[config.mk]
export PLATFORM = sky130hd
export DESIGN_NAME = tcw_cursor
export DESIGN_NICKNAME = d
export VERILOG_FILES = /design/src/design/tcw_pkg.sv /design/src/design/tcw_cursor.sv
export SDC_FILE = /design/constraint.sdc
export NUM_CORES = 1
export LEC_CHECK = 0
export ABC_AREA = 1
export BUFFER_PORTS_ARGS = -buffer_cell sky130_fd_sc_hd__buf_2
export CORE_MARGIN = 5
export CORE_UTILIZATION = 51
export DETAILED_ROUTE_END_ITERATION = 10
export PLACE_DENSITY = 0.71
export SLEW_MARGIN = 10
export SYNTH_ARGS = -nofsm -noshare
export SYNTH_HDL_FRONTEND = slang
export SYNTH_SLANG_ARGS = --single-unit
[constraint.sdc]
create_clock -name aclk -period 2.3 [get_ports aclk]
set_clock_uncertainty 0.05 [all_clocks]
set_input_delay 0.115 -clock aclk [delete_from_list [all_inputs] [get_ports aclk]]
set_output_delay 0.115 -clock aclk [all_outputs]
set_load 0.01 [all_outputs]
[src/design/tcw_pkg.sv]
// ----------------------------------------------------------------------------
// Text console writer package
// Shared constants, codes and helpers of the text console writer.
// ----------------------------------------------------------------------------
package tcw_pkg;

    localparam int COLUMNS_DEF = 80;
    localparam int ROWS_DEF    = 25;

    localparam int CHAR_W = 8;
    localparam int COLOR_W = 4;
    localparam int CELL_W = 16;
    localparam int FUNC_W = 2;
    localparam int CFG_INDEX_W = 4;

    localparam logic [FUNC_W-1:0] FUNC_PUT   = 2'd0;
    localparam logic [FUNC_W-1:0] FUNC_CLEAR = 2'd1;
    localparam logic [FUNC_W-1:0] FUNC_READ  = 2'd2;

    localparam logic [CFG_INDEX_W-1:0] REG_FG_COLOR = 4'd0;
    localparam logic [CFG_INDEX_W-1:0] REG_BG_COLOR = 4'd1;

    localparam logic [COLOR_W-1:0] FG_RESET = 4'd7;
    localparam logic [COLOR_W-1:0] BG_RESET = 4'd0;

    localparam logic [CHAR_W-1:0] CH_TAB     = 8'd9;
    localparam logic [CHAR_W-1:0] CH_NEWLINE = 8'd10;
    localparam logic [CHAR_W-1:0] CH_RETURN  = 8'd13;
    localparam logic [CHAR_W-1:0] CH_BLANK   = 8'd32;

    typedef struct packed {
        logic write_char;
        logic scroll;
    } tcw_put_t;

    function automatic logic [CELL_W-1:0] make_cell(
        input logic [COLOR_W-1:0] fg,
        input logic [COLOR_W-1:0] bg,
        input logic [CHAR_W-1:0]  ch
    );
        make_cell = {bg, fg, ch};
    endfunction

endpackage

[src/design/tcw_cursor.sv]
// ----------------------------------------------------------------------------
// Text console writer cursor
// Holds the cursor, works out its move for a put-character transfer and homes it on request.
// ----------------------------------------------------------------------------
module tcw_cursor #(
    parameter int COLUMNS = tcw_pkg::COLUMNS_DEF,
    parameter int ROWS    = tcw_pkg::ROWS_DEF,
    parameter int COL_W   = $clog2(COLUMNS),
    parameter int ROW_W   = $clog2(ROWS)
) (
    input  logic                      aclk,
    input  logic                      aresetn,
    input  logic                      put_en,
    input  logic                      home_en,
    input  logic [tcw_pkg::CHAR_W-1:0] char_code,
    output logic [ROW_W-1:0]          row,
    output logic [COL_W-1:0]          col,
    output tcw_pkg::tcw_put_t         put_info
);
    import tcw_pkg::*;

    localparam int NCOL_W = COL_W + 1;
    localparam int NROW_W = ROW_W + 1;

    logic [ROW_W-1:0]  row_reg, row_next;
    logic [COL_W-1:0]  col_reg, col_next;
    logic [NCOL_W-1:0] col_calc;
    logic [NROW_W-1:0] row_calc;

    always_comb begin
        put_info = '0;
        row_calc = {1'b0, row_reg};
        case (char_code)
            CH_NEWLINE: begin
                col_calc = '0;
                row_calc = row_calc + NROW_W'(1);
            end
            CH_RETURN: begin
                col_calc = '0;
            end
            CH_TAB: begin
                col_calc = ({1'b0, col_reg} + NCOL_W'(4)) & ~NCOL_W'(3);
            end
            default: begin
                col_calc = {1'b0, col_reg} + NCOL_W'(1);
                put_info.write_char = 1'b1;
            end
        endcase
        if (int'(col_calc) >= COLUMNS) begin
            col_calc = '0;
            row_calc = row_calc + NROW_W'(1);
        end
        if (int'(row_calc) >= ROWS) begin
            put_info.scroll = 1'b1;
            row_calc = NROW_W'(ROWS - 1);
        end
    end

    always_comb begin
        row_next = row_reg;
        col_next = col_reg;
        if (home_en) begin
            row_next = '0;
            col_next = '0;
        end else if (put_en) begin
            row_next = row_calc[ROW_W-1:0];
            col_next = col_calc[COL_W-1:0];
        end
    end

    always_ff @(posedge aclk) begin
        if (!aresetn) begin
            row_reg <= '0;
            col_reg <= '0;
        end else begin
            row_reg <= row_next;
            col_reg <= col_next;
        end
    end

    assign row = row_reg;
    assign col = col_reg;

endmodule

==> flow_summary.yaml <==
outcome:
  status: "finished clean"
die:
  die_x_um: 58.8
  initial_utilization: 0.544
  die_y_um: 58.8
  pin_count: 26
  die_area_um2: 3460
  core_area_um2: 2230
  rows: 17
detailed_routing:
  drtIter0Drc: 45
  wl_um: 3250
  detail-route-antenna-nets: 0
  wl_per_cell_um: 12.5
  drtPass1Iterations: 4
  routed-via-count: 1367
  route.detailed.drc: 0
  vias_per_cell: 5.24
run:
  cap_violations: 0
critical_path:
  critPathLaunchType: "flip-flop"
  reg2reg_slack_ps: 260
  worstPathMaxFanout: 7
  slowest_delay_ps: 370
  r2r_end: "col[6]"
  criticalPathCategory: "reg -> out"
  arrival_ps: 2110
  cp_slowest_cell: "dfxtp_4"
  required_ps: 2130
  endpoint_kind: "primary output"
  reg2reg_depth: 10
  crit_top_cell: "nand2_2"
  worstPathCellList: "ha_4, or2_1, nand3_1, nand2_2, o21ai_4, nand2_4, nand2_2, nand2_2, nor2_2, nand2_2, nand2_1, buf_2"
  reg2reg_from: "col[3]"
power:
  cellLeakagePower_nw: 0.764
  ir_worst_vdd_mv: 0.229
  p_total_uw: 443
  power_density_nw_per_um2: 284
timing:
  final.min_clock_period_ps: 2280
  report.final.slew_viol_count: 0
  period_share: 0.991
  clock.fmax_ghz: 0.439
  hold_slack_ps: 35.5
  setup_violations: 0
  rsz0062_at_grt: "yes"
  hold_viol_final: 0
  worst_pin_slew_ps: 448
  max_slew_margin: 0.701
  setup_tns_ps: 0
cells_and_area:
  utilization: 0.699
  nets: 250
  layout-drive-gt1-share: 0.395
  num_antenna_cells: 0
  largest_reg_flops: 7
  final_cells: 261
  num-fill-cells: 191
  area_growth_pct: 28.5
hold_path:
  whs_endpoint: "col[1]"
  hp-class: "in -> reg"
  whs_path_depth: 2
  worstHoldStart: "put_en"
yosys:
  synthArstFlopShare: 0
  yosysTopAreaCellShare: 0.201
  synth-edff-count: 0
  netlist_instances: 197
  synth_area_um2: 1210
  synth_most_common_cell: "nand2_1"
  ys.flop_type: "dfxtp_1"
  synth_common_cells: "65 x nand2_1, 20 x inv_1, 18 x nand3_1"
  synth.yosys.seq_area_share: 0.198
  synth_seq_cells: 12
  synth_top_cell_by_area: "nand2_1"
  synthTopCellsByArea: "nand2_1 20%, dfxtp_1 20%, nand3_1 7.4%, inv_1 6.2%, a21oi_1 4.1%"
  syn-num-nets: 213
  syn_area_per_cell_um2: 6.17
  yosysWarnings: 0
  yosysUniqueCellTypes: 30
clock_network:
  path_clk_slew_ps: 80
  htreeDepth: 1
  cts_tree: "built"
  holdBufCountCts: 0
  cts_made_buffers: 3
  cts_buffer_depth: 2
  cts-root-buf: "clkbuf_4"
  clock_latency_ps: 270
  cts.sinks: 12
placement:
  numPortBuffers: 25
  dp_hpwl_um: 2440
  dp.cells: 253
  place.gp.congestion: 0.935
global_route:
  grt_max_degree: 15
  grt_pass1_vias: 1167
  antenna_found_initial: 0
  track_usage: 0.187
  grt_pass1_wl_um: 5150
  grt-ovfl-total: 0
-- worst max-delay path by stage --
stage,from,end,slack [ps],cells after the start
5_1_grt,col[3],put_info[0],-110,13
3_3_place_gp,col[3],put_info[0],210,16
6_report,col[3],put_info[0],20,12
2_1_floorplan,col[2],row[0],260,16
4_1_cts,col[3],put_info[0],5,16
3_5_place_dp,col[3],put_info[0],140,16
-- cell type report --
| class | count | area (um2) | share of cell area |
|---|---|---|---|
| multi-input combinational | 158 | 945 | 0.605 |
| inverter | 25 | 95.1 | 0.0609 |
| sequential | 12 | 258 | 0.165 |
| clock buffer | 4 | 36.3 | 0.0232 |
| tap | 28 | 35.0 | 0.0224 |
| timing repair buffer | 34 | 193 | 0.123 |
-- cells in the final DEF (no fill, tap or decap), drive strengths merged --
cell type  instances
nand2             76
buf               34
inv               23
nor2              21
nand3             20
dfxtp             12
a21oi             10
o21ai             10
xnor2              4
clkbuf             4
ha                 4
xor2               3
a31oi              3
nand4              2
nor3               2
clkinv             2
or2                1
o22ai              1
nand3b             1
-- where the power goes --
group	total, mW	internal [mW]	switching, mW
sequential	0.213	0.208	0.00468
combinational	0.0611	0.0233	0.0379
clock	0.170	0.0961	0.0737
-- critical path, delay by kind of cell (launching register included) --
family	cells	cell delay, ps
adder cells (fa/ha/maj)	1	180
AO/OA/AOI/OAI	1	240
flip-flops	1	370
AND/OR/NAND/NOR	9	920
buffers and inverters	1	130
-- cell families after synthesis --
family	after synthesis	share of synthesized area
simple gates	123	0.493
buf+inv	27	0.0875
compound gates	24	0.130
flops	12	0.198
xor+xnor	7	0.0505
fa+ha+maj	4	0.0412
-- per-layer routing --
layer	vias to the layer above	routed length [um]	global-route usage
met1	602	1440	0.257
met5	-	0	0
met3	8	225	0.0132
li1	707	-	-
met2	50	1500	0.304
met4	0	81	0.0712
-- stage by stage --
stage	setup slack (ps)	instance area [um2]
after floorplan	258	1210
after global placement	212	1400
after detailed placement	137	1400
after CTS	5.11	1470
after global routing	-105	1560
final	20.1	1560
-- what timing repair did --
| item | 4_1_cts | 5_1_grt |
|---|---|---|
| gates resized for setup | 11 | 23 |
| setup buffers | 1 | 3 |
| pin swaps | 2 | 11 |
| gates cloned | 0 | 0 |
| endpoints found under the setup margin | 1 | 1 |
No activity file was read; power rests on OpenSTA's default activity.
